--- src/sv/lcta_pkg.sv ---
// Shared constants, register codes and types of the load-cell tare and scale block.
package lcta_pkg;

   localparam int SAMPLE_BITS_DEF = 24;
   localparam int QUEUE_DEPTH_DEF = 2;

   localparam int VALUE_BITS     = 25;
   localparam int CAL_BITS       = 24;
   localparam int COUNT_BITS     = 8;
   localparam int CSR_INDEX_BITS = 2;
   localparam int CSR_DATA_BITS  = 24;

   localparam logic [CSR_INDEX_BITS-1:0] CSR_WEIGH_SAMPLES = 2'd0;
   localparam logic [CSR_INDEX_BITS-1:0] CSR_TARE_SAMPLES  = 2'd1;
   localparam logic [CSR_INDEX_BITS-1:0] CSR_CAL_DIVISOR   = 2'd2;

   localparam logic [COUNT_BITS-1:0] WEIGH_SAMPLES_RST = 8'd10;
   localparam logic [COUNT_BITS-1:0] TARE_SAMPLES_RST  = 8'd20;
   localparam logic [CAL_BITS-1:0]   CAL_DIVISOR_RST   = 24'd1000;

   localparam logic KIND_WEIGH = 1'b0;
   localparam logic KIND_TARE  = 1'b1;

   typedef struct packed {
      logic busy;
      logic done;
   } div_stat_type;

endpackage

--- src/sv/lcta_fifo.sv ---
// Short queue of completed runs between the sample front end and the result back end.
module lcta_fifo #(
   parameter int WIDTH = 42,
   parameter int DEPTH = 2
) (
   input  logic             clock,
   input  logic             reset,
   input  logic             push,
   input  logic [WIDTH-1:0] wdata,
   output logic             full,
   input  logic             pop,
   output logic [WIDTH-1:0] rdata,
   output logic             empty
);

   localparam int PW = (DEPTH > 1) ? $clog2(DEPTH) : 1;
   localparam int CW = $clog2(DEPTH + 1);

   logic [WIDTH-1:0] mem [DEPTH];
   logic [PW-1:0]    wr_ptr_ff;
   logic [PW-1:0]    rd_ptr_ff;
   logic [CW-1:0]    fill_ff;
   logic             do_push;
   logic             do_pop;

   assign full    = (fill_ff == CW'(DEPTH));
   assign empty   = (fill_ff == '0);
   assign do_push = push && !full;
   assign do_pop  = pop && !empty;
   assign rdata   = mem[rd_ptr_ff];

   always_ff @(posedge clock) begin
      if (reset) begin
         wr_ptr_ff <= '0;
         rd_ptr_ff <= '0;
         fill_ff   <= '0;
      end else begin
         if (do_push) begin
            wr_ptr_ff <= (wr_ptr_ff == PW'(DEPTH - 1)) ? '0 : wr_ptr_ff + PW'(1);
         end
         if (do_pop) begin
            rd_ptr_ff <= (rd_ptr_ff == PW'(DEPTH - 1)) ? '0 : rd_ptr_ff + PW'(1);
         end
         if (do_push && !do_pop) begin
            fill_ff <= fill_ff + CW'(1);
         end else if (do_pop && !do_push) begin
            fill_ff <= fill_ff - CW'(1);
         end
      end
   end

   always_ff @(posedge clock) begin
      if (do_push) begin
         mem[wr_ptr_ff] <= wdata;
      end
   end

endmodule

--- src/sv/lcta_front.sv ---
// Sample front end: accumulates runs of one kind and queues each completed run.
module lcta_front #(
   parameter int SAMPLE_BITS = lcta_pkg::SAMPLE_BITS_DEF
) (
   input  logic                                clock,
   input  logic                                reset,
   input  logic                                req_valid,
   output logic                                req_ready,
   input  logic                                req_cmd,
   input  logic signed [SAMPLE_BITS-1:0]       req_sample,
   input  logic [lcta_pkg::COUNT_BITS-1:0]     weigh_samples,
   input  logic [lcta_pkg::COUNT_BITS-1:0]     tare_samples,
   input  logic                                q_full,
   output logic                                q_push,
   output logic [SAMPLE_BITS+lcta_pkg::COUNT_BITS+9:0] q_wdata
);

   localparam int SW = SAMPLE_BITS + lcta_pkg::COUNT_BITS;
   localparam int NW = lcta_pkg::COUNT_BITS;

   logic [SW-1:0] run_sum_ff;
   logic [NW-1:0] run_count_ff;
   logic          run_kind_ff;

   logic          accept;
   logic          same;
   logic [SW-1:0] sum_in;
   logic [NW-1:0] count_in;
   logic [NW-1:0] target;
   logic [NW-1:0] target_eff;
   logic          run_done;

   always_comb begin
      accept     = req_valid && !q_full;
      same       = (req_cmd == run_kind_ff);
      sum_in     = (same ? run_sum_ff : '0)
                 + {{(SW - SAMPLE_BITS){req_sample[SAMPLE_BITS-1]}}, req_sample};
      count_in   = (same ? run_count_ff : '0) + NW'(1);
      target     = (req_cmd == lcta_pkg::KIND_TARE) ? tare_samples : weigh_samples;
      target_eff = (target == '0) ? NW'(1) : target;
      run_done   = (count_in >= target_eff) || (count_in == '0);
      q_push     = accept && run_done;
      q_wdata    = {req_cmd, (count_in == '0), count_in, sum_in};
   end

   assign req_ready = !q_full;

   always_ff @(posedge clock) begin
      if (reset) begin
         run_sum_ff   <= '0;
         run_count_ff <= '0;
         run_kind_ff  <= lcta_pkg::KIND_WEIGH;
      end else if (accept) begin
         run_kind_ff <= req_cmd;
         if (run_done) begin
            run_sum_ff   <= '0;
            run_count_ff <= '0;
         end else begin
            run_sum_ff   <= sum_in;
            run_count_ff <= count_in;
         end
      end
   end

endmodule

--- src/sv/lcta_div.sv ---
// Shared unsigned restoring divider, two quotient bits per cycle.
module lcta_div #(
   parameter int DIV_BITS = 32,
   parameter int DEN_BITS = 24
) (
   input  logic                   clock,
   input  logic                   reset,
   input  logic                   start,
   input  logic [DIV_BITS-1:0]    dividend,
   input  logic [DEN_BITS-1:0]    divisor,
   output lcta_pkg::div_stat_type stat,
   output logic [DIV_BITS-1:0]    quotient,
   output logic [DEN_BITS-1:0]    remainder
);

   localparam int STEPS = DIV_BITS / 2;
   localparam int CW    = $clog2(STEPS + 1);

   logic [DIV_BITS-1:0] quo_ff;
   logic [DEN_BITS-1:0] rem_ff;
   logic [DEN_BITS-1:0] den_ff;
   logic [CW-1:0]       cnt_ff;
   logic                busy_ff;
   logic                done_ff;

   logic [DEN_BITS:0]   t1;
   logic [DEN_BITS:0]   t2;
   logic [DEN_BITS:0]   d1;
   logic [DEN_BITS:0]   d2;
   logic                ge1;
   logic                ge2;
   logic [DEN_BITS-1:0] r1;
   logic [DEN_BITS-1:0] r2;

   always_comb begin
      t1  = {rem_ff, quo_ff[DIV_BITS-1]};
      d1  = t1 - {1'b0, den_ff};
      ge1 = (t1 >= {1'b0, den_ff});
      r1  = ge1 ? d1[DEN_BITS-1:0] : t1[DEN_BITS-1:0];
      t2  = {r1, quo_ff[DIV_BITS-2]};
      d2  = t2 - {1'b0, den_ff};
      ge2 = (t2 >= {1'b0, den_ff});
      r2  = ge2 ? d2[DEN_BITS-1:0] : t2[DEN_BITS-1:0];
   end

   always_ff @(posedge clock) begin
      if (reset) begin
         busy_ff <= 1'b0;
         done_ff <= 1'b0;
         cnt_ff  <= '0;
      end else begin
         done_ff <= 1'b0;
         if (start) begin
            busy_ff <= 1'b1;
            cnt_ff  <= CW'(STEPS);
         end else if (busy_ff) begin
            cnt_ff <= cnt_ff - CW'(1);
            if (cnt_ff == CW'(1)) begin
               busy_ff <= 1'b0;
               done_ff <= 1'b1;
            end
         end
      end
   end

   always_ff @(posedge clock) begin
      if (start) begin
         quo_ff <= dividend;
         rem_ff <= '0;
         den_ff <= divisor;
      end else if (busy_ff) begin
         quo_ff <= {quo_ff[DIV_BITS-3:0], ge1, ge2};
         rem_ff <= r2;
      end
   end

   assign stat.busy = busy_ff;
   assign stat.done = done_ff;
   assign quotient  = quo_ff;
   assign remainder = rem_ff;

endmodule

--- src/sv/lcta_back.sv ---
// Result back end: averages a queued run, applies tare and calibration, rounds and saturates.
module lcta_back #(
   parameter int SAMPLE_BITS = lcta_pkg::SAMPLE_BITS_DEF
) (
   input  logic                                      clock,
   input  logic                                      reset,
   input  logic                                      q_empty,
   input  logic [SAMPLE_BITS+lcta_pkg::COUNT_BITS+9:0] q_rdata,
   output logic                                      q_pop,
   input  logic [lcta_pkg::CAL_BITS-1:0]             cal_divisor,
   output logic                                      div_start,
   output logic [((SAMPLE_BITS+9)/2)*2-1:0]          div_dividend,
   output logic [lcta_pkg::CAL_BITS-1:0]             div_divisor,
   input  lcta_pkg::div_stat_type                    div_stat,
   input  logic [((SAMPLE_BITS+9)/2)*2-1:0]          div_quotient,
   input  logic [lcta_pkg::CAL_BITS-1:0]             div_remainder,
   output logic                                      rsp_valid,
   input  logic                                      rsp_ready,
   output logic                                      rsp_kind,
   output logic signed [lcta_pkg::VALUE_BITS-1:0]    rsp_value
);

   localparam int SB = SAMPLE_BITS;
   localparam int SW = SAMPLE_BITS + lcta_pkg::COUNT_BITS;
   localparam int NB = ((SAMPLE_BITS + 9) / 2) * 2;
   localparam int VW = lcta_pkg::VALUE_BITS;
   localparam int DW = lcta_pkg::CAL_BITS;
   localparam int NW = lcta_pkg::COUNT_BITS;

   localparam logic [VW-1:0] VALUE_MAX = {1'b0, {(VW - 1){1'b1}}};
   localparam logic [VW-1:0] VALUE_MIN = {1'b1, {(VW - 1){1'b0}}};

   localparam logic [2:0] S_IDLE = 3'd0;
   localparam logic [2:0] S_AVG  = 3'd1;
   localparam logic [2:0] S_NET  = 3'd2;
   localparam logic [2:0] S_CAL  = 3'd3;
   localparam logic [2:0] S_OUT  = 3'd4;

   logic [2:0]    state_ff;
   logic [2:0]    state_in;
   logic          kind_ff;
   logic          neg_ff;
   logic [SB-1:0] avg_ff;
   logic [SB-1:0] offset_ff;
   logic [NB-1:0] mag_ff;
   logic          rsp_valid_ff;
   logic          rsp_kind_ff;
   logic [VW-1:0] rsp_value_ff;

   logic [SW-1:0] job_sum;
   logic [NW:0]   job_count;
   logic          job_kind;
   logic [SW-1:0] abs_sum;
   logic [SB-1:0] quo_lo;
   logic [SB-1:0] avg_s;
   logic [SB:0]   net;
   logic [SB:0]   abs_net;
   logic [DW-1:0] cal_eff;
   logic          rnd_up;
   logic [NB:0]   mag_x;
   logic          over_pos;
   logic          over_neg;
   logic [VW-1:0] sat_value;
   logic          load_rsp;

   always_comb begin
      job_sum   = q_rdata[SW-1:0];
      job_count = q_rdata[SW+NW:SW];
      job_kind  = q_rdata[SW+NW+1];
      abs_sum   = job_sum[SW-1] ? (~job_sum + SW'(1)) : job_sum;
      quo_lo    = div_quotient[SB-1:0];
      avg_s     = neg_ff ? (~quo_lo + SB'(1)) : quo_lo;
      net       = {avg_ff[SB-1], avg_ff} - {offset_ff[SB-1], offset_ff};
      abs_net   = net[SB] ? (~net + (SB + 1)'(1)) : net;
      cal_eff   = (cal_divisor == '0) ? DW'(1) : cal_divisor;
      rnd_up    = ({div_remainder, 1'b0} >= {1'b0, cal_eff});
      mag_x     = {1'b0, mag_ff};
      over_pos  = (mag_x > (NB + 1)'(VALUE_MAX));
      over_neg  = (mag_x > (NB + 1)'(VALUE_MIN));
      if (neg_ff) begin
         sat_value = over_neg ? VALUE_MIN : (~mag_x[VW-1:0] + VW'(1));
      end else begin
         sat_value = over_pos ? VALUE_MAX : mag_x[VW-1:0];
      end
   end

   always_comb begin
      state_in     = state_ff;
      q_pop        = 1'b0;
      div_start    = 1'b0;
      load_rsp     = 1'b0;
      div_dividend = NB'(abs_sum);
      div_divisor  = DW'(job_count);
      case (state_ff)
         S_IDLE: begin
            if (!q_empty) begin
               q_pop     = 1'b1;
               div_start = 1'b1;
               state_in  = S_AVG;
            end
         end
         S_AVG: begin
            if (div_stat.done) begin
               state_in = (kind_ff == lcta_pkg::KIND_TARE) ? S_OUT : S_NET;
            end
         end
         S_NET: begin
            div_start    = 1'b1;
            div_dividend = NB'(abs_net);
            div_divisor  = cal_eff;
            state_in     = S_CAL;
         end
         S_CAL: begin
            if (div_stat.done) begin
               state_in = S_OUT;
            end
         end
         S_OUT: begin
            if (!rsp_valid_ff || rsp_ready) begin
               load_rsp = 1'b1;
               state_in = S_IDLE;
            end
         end
         default: begin
            state_in = S_IDLE;
         end
      endcase
   end

   always_ff @(posedge clock) begin
      if (reset) begin
         state_ff     <= S_IDLE;
         rsp_valid_ff <= 1'b0;
         offset_ff    <= '0;
      end else begin
         state_ff <= state_in;
         if (load_rsp) begin
            rsp_valid_ff <= 1'b1;
         end else if (rsp_ready) begin
            rsp_valid_ff <= 1'b0;
         end
         if (state_ff == S_AVG && div_stat.done && kind_ff == lcta_pkg::KIND_TARE) begin
            offset_ff <= avg_s;
         end
      end
   end

   always_ff @(posedge clock) begin
      if (q_pop) begin
         kind_ff <= job_kind;
         neg_ff  <= job_sum[SW-1];
      end
      if (state_ff == S_AVG && div_stat.done) begin
         avg_ff <= avg_s;
         mag_ff <= div_quotient;
      end
      if (state_ff == S_NET) begin
         neg_ff <= net[SB];
      end
      if (state_ff == S_CAL && div_stat.done) begin
         mag_ff <= div_quotient + NB'(rnd_up);
      end
      if (load_rsp) begin
         rsp_kind_ff  <= kind_ff;
         rsp_value_ff <= sat_value;
      end
   end

   assign rsp_valid = rsp_valid_ff;
   assign rsp_kind  = rsp_kind_ff;
   assign rsp_value = rsp_value_ff;

`ifndef SYNTH
   a_start_idle_div: assert property (@(posedge clock) disable iff (reset)
      div_start |-> !div_stat.busy)
      else $error("divider started while busy");

   a_done_in_wait: assert property (@(posedge clock) disable iff (reset)
      div_stat.done |-> (state_ff == S_AVG || state_ff == S_CAL))
      else $error("divider finished outside a wait state");

   a_pop_starts_avg: assert property (@(posedge clock) disable iff (reset)
      q_pop |=> (state_ff == S_AVG && div_stat.busy))
      else $error("popped run did not start averaging");
`endif

endmodule

--- src/sv/load_cell_tare_average_scale.sv ---
// Load-cell tare and scale block: configuration registers, front end, run queue and back end.
// Samples tagged weigh or tare are accepted one per cycle while the run queue has room; a run
// of one kind is summed and a change of kind restarts it. Each completed run gives one result:
// a tare run stores its truncated average as the zero offset and reports it, a weigh run
// reports (average - offset) / cal_divisor rounded half away from zero, saturated to 25 bits.
// The back end makes two passes through the shared divider for a weight result, and the
// divider retires two quotient bits per cycle; a tare result takes one pass. The back end
// waits while the output stalls, and pops the next queued run only after loading the last
// result. A queue of QUEUE_DEPTH completed runs lets the front end keep taking samples
// meanwhile. Register writes are accepted every cycle.
module load_cell_tare_average_scale #(
   parameter int SAMPLE_BITS = lcta_pkg::SAMPLE_BITS_DEF,
   parameter int QUEUE_DEPTH = lcta_pkg::QUEUE_DEPTH_DEF
) (
   input  logic                                   clock,
   input  logic                                   reset,
   input  logic                                   csr_valid,
   output logic                                   csr_ready,
   input  logic [lcta_pkg::CSR_INDEX_BITS-1:0]    csr_index,
   input  logic [lcta_pkg::CSR_DATA_BITS-1:0]     csr_data,
   input  logic                                   req_valid,
   output logic                                   req_ready,
   input  logic                                   req_cmd,
   input  logic signed [SAMPLE_BITS-1:0]          req_sample,
   output logic                                   rsp_valid,
   input  logic                                   rsp_ready,
   output logic                                   rsp_kind,
   output logic signed [lcta_pkg::VALUE_BITS-1:0] rsp_value
);

   localparam int JW = SAMPLE_BITS + lcta_pkg::COUNT_BITS + 10;
   localparam int NB = ((SAMPLE_BITS + 9) / 2) * 2;
   localparam int NW = lcta_pkg::COUNT_BITS;
   localparam int DW = lcta_pkg::CAL_BITS;

   logic [NW-1:0] weigh_samples_ff;
   logic [NW-1:0] tare_samples_ff;
   logic [DW-1:0] cal_divisor_ff;

   logic          q_push;
   logic [JW-1:0] q_wdata;
   logic          q_full;
   logic          q_pop;
   logic [JW-1:0] q_rdata;
   logic          q_empty;

   logic                   div_start;
   logic [NB-1:0]          div_dividend;
   logic [DW-1:0]          div_divisor;
   lcta_pkg::div_stat_type div_stat;
   logic [NB-1:0]          div_quotient;
   logic [DW-1:0]          div_remainder;

   assign csr_ready = 1'b1;

   always_ff @(posedge clock) begin
      if (reset) begin
         weigh_samples_ff <= lcta_pkg::WEIGH_SAMPLES_RST;
         tare_samples_ff  <= lcta_pkg::TARE_SAMPLES_RST;
         cal_divisor_ff   <= lcta_pkg::CAL_DIVISOR_RST;
      end else if (csr_valid) begin
         case (csr_index)
            lcta_pkg::CSR_WEIGH_SAMPLES: begin
               weigh_samples_ff <= csr_data[NW-1:0];
            end
            lcta_pkg::CSR_TARE_SAMPLES: begin
               tare_samples_ff <= csr_data[NW-1:0];
            end
            lcta_pkg::CSR_CAL_DIVISOR: begin
               cal_divisor_ff <= csr_data[DW-1:0];
            end
            default: begin
            end
         endcase
      end
   end

   lcta_front #(
      .SAMPLE_BITS(SAMPLE_BITS)
   ) u_front (
      .clock        (clock),
      .reset        (reset),
      .req_valid    (req_valid),
      .req_ready    (req_ready),
      .req_cmd      (req_cmd),
      .req_sample   (req_sample),
      .weigh_samples(weigh_samples_ff),
      .tare_samples (tare_samples_ff),
      .q_full       (q_full),
      .q_push       (q_push),
      .q_wdata      (q_wdata)
   );

   lcta_fifo #(
      .WIDTH(JW),
      .DEPTH(QUEUE_DEPTH)
   ) u_fifo (
      .clock(clock),
      .reset(reset),
      .push (q_push),
      .wdata(q_wdata),
      .full (q_full),
      .pop  (q_pop),
      .rdata(q_rdata),
      .empty(q_empty)
   );

   lcta_div #(
      .DIV_BITS(NB),
      .DEN_BITS(DW)
   ) u_div (
      .clock    (clock),
      .reset    (reset),
      .start    (div_start),
      .dividend (div_dividend),
      .divisor  (div_divisor),
      .stat     (div_stat),
      .quotient (div_quotient),
      .remainder(div_remainder)
   );

   lcta_back #(
      .SAMPLE_BITS(SAMPLE_BITS)
   ) u_back (
      .clock        (clock),
      .reset        (reset),
      .q_empty      (q_empty),
      .q_rdata      (q_rdata),
      .q_pop        (q_pop),
      .cal_divisor  (cal_divisor_ff),
      .div_start    (div_start),
      .div_dividend (div_dividend),
      .div_divisor  (div_divisor),
      .div_stat     (div_stat),
      .div_quotient (div_quotient),
      .div_remainder(div_remainder),
      .rsp_valid    (rsp_valid),
      .rsp_ready    (rsp_ready),
      .rsp_kind     (rsp_kind),
      .rsp_value    (rsp_value)
   );

endmodule

--- config.mk ---
export PLATFORM = sky130hd
export DESIGN_NAME = load_cell_tare_average_scale
export DESIGN_NICKNAME = d
export VERILOG_FILES = /design/src/sv/lcta_pkg.sv /design/src/sv/lcta_fifo.sv /design/src/sv/lcta_front.sv /design/src/sv/lcta_div.sv /design/src/sv/lcta_back.sv /design/src/sv/load_cell_tare_average_scale.sv
export SDC_FILE = /design/constraint.sdc
export NUM_CORES = 1
export LEC_CHECK = 0
export ABC_AREA = 1
export BUFFER_PORTS_ARGS = -buffer_cell sky130_fd_sc_hd__clkbuf_2
export CAP_MARGIN = 20
export CORE_UTILIZATION = 40
export CTS_CLUSTER_SIZE = 40
export DETAILED_ROUTE_END_ITERATION = 6
export GPL_ROUTABILITY_DRIVEN = 0
export PLACE_DENSITY = 0.64
export REMOVE_ABC_BUFFERS = 1
export SLEW_MARGIN = 10
export SYNTH_ARGS = -nofsm -noshare
export SYNTH_HDL_FRONTEND = slang
export SYNTH_SLANG_ARGS = --single-unit
--- constraint.sdc ---
create_clock -name clock -period 13.5 [get_ports clock]
set_input_delay 2.7 -clock clock [delete_from_list [all_inputs] [get_ports clock]]
set_output_delay 2.7 -clock clock [all_outputs]
set_load 0.005 [all_outputs]
==> impl_results.md <==
* Critical Path End Type: register
* Setup Crit Path Kind: input port to register
* Layout area overhead at 10.5%
* Seq/Total Area, Yosys at 38.7%
* Post-synth ARST share at 0%
* Hold Fails Final Rpt at 0
* WL final at 66100 µm
* Synthesized area at 24900 µm²
* Post-synth EDFFs at 224
* Post-synth top area cell: edfxtp_1
* Grt total ovfl at 0
* Post-synth top cells: 712 x nand2_1, 437 x inv_1, 311 x nor2_1
* First-pass GRT wire length at 106000 µm
* # nets final at 3540
* Sequential share of power at 26.9%
* Hold Path Class: register to register
* Initial DRC count at 1589
* I/O Buffers at 83
* Critical Path RT at 13740 ps
* Hold_ws at 433 ps
* Syn avg cell area at 7.58 µm²
* Hold path startpoint: u_fifo.rd_ptr_ff
* Slew headroom at 31.2%
* Comb pwr share at 54.3%
* Fin crit share at 47.3%
* Cells after DPL at 4127
* GR Util met3 at 3.02%
* Dpl hpwl at 49800 µm
* Pin count of the biggest net entering global routing at 64
* Leak at 12.1 nW
* Status: finished, final reports clean
* Final Non-Filler Cells at 4207
* Fmax at 157 MHz
* Die Ht at 251 µm
* Synth cell types at 65
* Total GRT Usage at 20.7%
* Synth top area share at 27.0%
* Gr busiest metal: met2
* Post-Synthesis Cells at 3280
* Antenna diodes at 0
* Routed Antenna Nets at 0
* Synth top area cells: edfxtp_1 27%, dfxtp_1 12%, nand2_1 11%
* Place WS at 6470 ps
* Slew @ Worst Pin at 1030 ps
* H-tree Lvls at 2
* CTS tree: yes
* PwrDens at 224 nW/µm²
* Final Skew at 39.6 ps
* Wirelength per Cell at 15.7 µm
* Count leader, synth: nand2_1
* Final setup fails at 0
* Reg2Reg Launch Point: u_div.den_ff[0]
* Met1 global-route usage at 30.0%
* Clk pwr share at 18.7%
* Clock root cell: clkbuf_16
* Row count at 91
* Seq cells post-synth at 369
* Final slew viol count at 0
* Clk_lat worst skew at 600 ps
* Num Clock Sinks at 369
* Ports at 85
* VDD IR max at 0.000144 V
* Crit path max fanout at 33
* RSZ-0062 raised after global routing: false
* Post-CTS Hold Fix Bufs at 0
* Worst setup path startpoint: req_cmd
* Fin Setup TNS at 0 ps
* Top FF cell, synth: edfxtp_1
* Initial antenna violation count at 1
* P_sw at 0.00292 W
* Die Wd at 251 µm
* Starting Density at 40.4%
* Sw Share at 47.3%
* Critical Path Start Type: input port
* WP data arrival at 6630 ps
* Resized Gates After CTS at 0
* Synth warnings at 0
* Vias per inst at 5.18
* Clk slew on worst S/H paths at 60 ps
* Die area at 63200 µm²
* Post-route DRC at 0
* Vias in the first global route at 19800
* Max Cap Viol at 0
* Area of the core at 61600 µm²
* Post-CTS Setup Bufs at 0
* Int Pwr at 0.00325 W
* TritonCTS buffer count at 43
* Tmin final at 6390 ps
* Maximum root-to-sink buffer count at 3
* Setup WS post-layout at 7110 ps
* Grt met2 use at 31.5%
* 1st-pass router iterations at 5
* Layout cell share with drive strength beyond 1 at 8.66%
* Via count at 21800
final cells by class:
type	count	area (µm²)
Inverter	455	1710
Timing Repair Buffer	103	566
Clock buffer	64	1280
Multi-Input combinational cell	2363	13100
Fill cell	6176	34100
Clock inverter	16	155
Tap cell	837	1050
Sequential cell	369	9630
flip-flops by register name, indices dropped and copies added (netlist names), 2 cells and up, named ones only:
signal                cells
cal_divisor_ff           24
tare_samples_ff           8
u_back.avg_ff            24
u_back.mag_ff            32
u_back.offset_ff         24
u_back.rsp_value         25
u_back.state_ff           3
u_div.cnt_ff              5
u_div.den_ff             24
u_div.quotient           32
u_div.remainder          24
u_fifo.fill_ff            2
u_fifo.mem               84
u_front.run_count_ff      8
u_front.run_sum_ff       32
weigh_samples_ff          8
cell usage in the layout, fill, tap and decap left out, drive strengths merged, types with 2 or more instances in the layout:
| cell type | netlist | layout |
|---|---|---|
| nand2 | 728 | 728 |
| inv | 452 | 453 |
| nor2 | 330 | 330 |
| a21oi | 267 | 267 |
| o21ai | 230 | 230 |
| edfxtp | 224 | 224 |
| nand3 | 206 | 206 |
| clkbuf | 53 | 147 |
| ha | 145 | 145 |
| dfxtp | 145 | 145 |
| xor2 | 105 | 105 |
| nor3 | 61 | 61 |
| nand4 | 50 | 50 |
| xnor2 | 37 | 37 |
| a31oi | 33 | 33 |
| or2 | 31 | 31 |
| nor4 | 22 | 22 |
| buf | 40 | 20 |
| o211ai | 17 | 17 |
| o21bai | 16 | 16 |
| clkinv | 3 | 15 |
| a21o | 12 | 12 |
| o221ai | 10 | 10 |
| mux2i | 9 | 9 |
| nand3b | 9 | 9 |
| o21a | 7 | 7 |
| a211oi | 6 | 6 |
| o31ai | 5 | 5 |
| o22ai | 5 | 5 |
| a22oi | 4 | 4 |
| fa | 4 | 4 |
| a21boi | 3 | 3 |
| clkinvlp | 0 | 3 |
| a221oi | 2 | 2 |
layer usage:
| metal | wire [µm] | share of wire [%] | vias up |
|---|---|---|---|
| li1 | - | - | 11100 |
| met1 | 32200 | 49 | 9989 |
| met2 | 28000 | 42 | 622 |
| met3 | 3910 | 5.9 | 120 |
| met4 | 1980 | 3.0 | 2 |
| met5 | 13 | 0.020 | - |
path summary, 6_finish.rpt:
check                           slack (ps)  cells after the start                  end
worst min-delay path                   430                      1             register
worst max-delay path                  7110                     20     u_fifo.mem[1][1]
worst min register to register         430                      1             register
worst max register to register        7660                     25  u_div.remainder[17]
kinds of logic after synthesis:
logic type | count (synthesis) | synth area share (%)
mux | 9 | 0.362
flops | 369 | 38.7
xor+xnor | 142 | 5.08
other cells | 1 | 0.0151
buf+inv | 548 | 8.73
simple gates | 1440 | 25.4
compound gates | 622 | 14.0
fa+ha+maj | 149 | 7.62
stage by stage:
stage / utilization, % / power (W) / area, µm²
2_1_floorplan: - / 0.00405 / 24400
3_3_place_gp: 42.3 / 0.00496 / 26100
3_5_place_dp: 42.3 / 0.00498 / 26100
4_1_cts: 44.6 / 0.00616 / 27500
5_1_grt: 44.6 / 0.00666 / 27500
6_report: 44.6 / 0.00617 / 27500
worst max-delay path, stage by stage:
cell	delay, ps
clkbuf_2	260
xnor2_4	340
inv_1	70
buf_4	250
nor2_1	220
ha_1	220
nand3_1	80
inv_1	80
nand2_1	80
nor3_2	130
xor2_1	190
inv_2	80
ha_1	280
nand2_1	70
nor4_1	250
a211oi_1	90
nand2_2	110
nand2_1	170
nor2_4	520
buf_4	410
power groups by stage:
| stage | clock network (W) | logic [W] | registers [W] |
|---|---|---|---|
| 6_report | 0.00116 | 0.00335 | 0.00166 |
| 5_1_grt | 0.00123 | 0.00376 | 0.00168 |
| 4_1_cts | 0.00118 | 0.00332 | 0.00166 |
| 3_5_place_dp | 0 | 0.00330 | 0.00168 |
| 3_3_place_gp | 0 | 0.00328 | 0.00168 |
| 2_1_floorplan | 0 | 0.00240 | 0.00165 |
(Power assumes the default switching activity.)
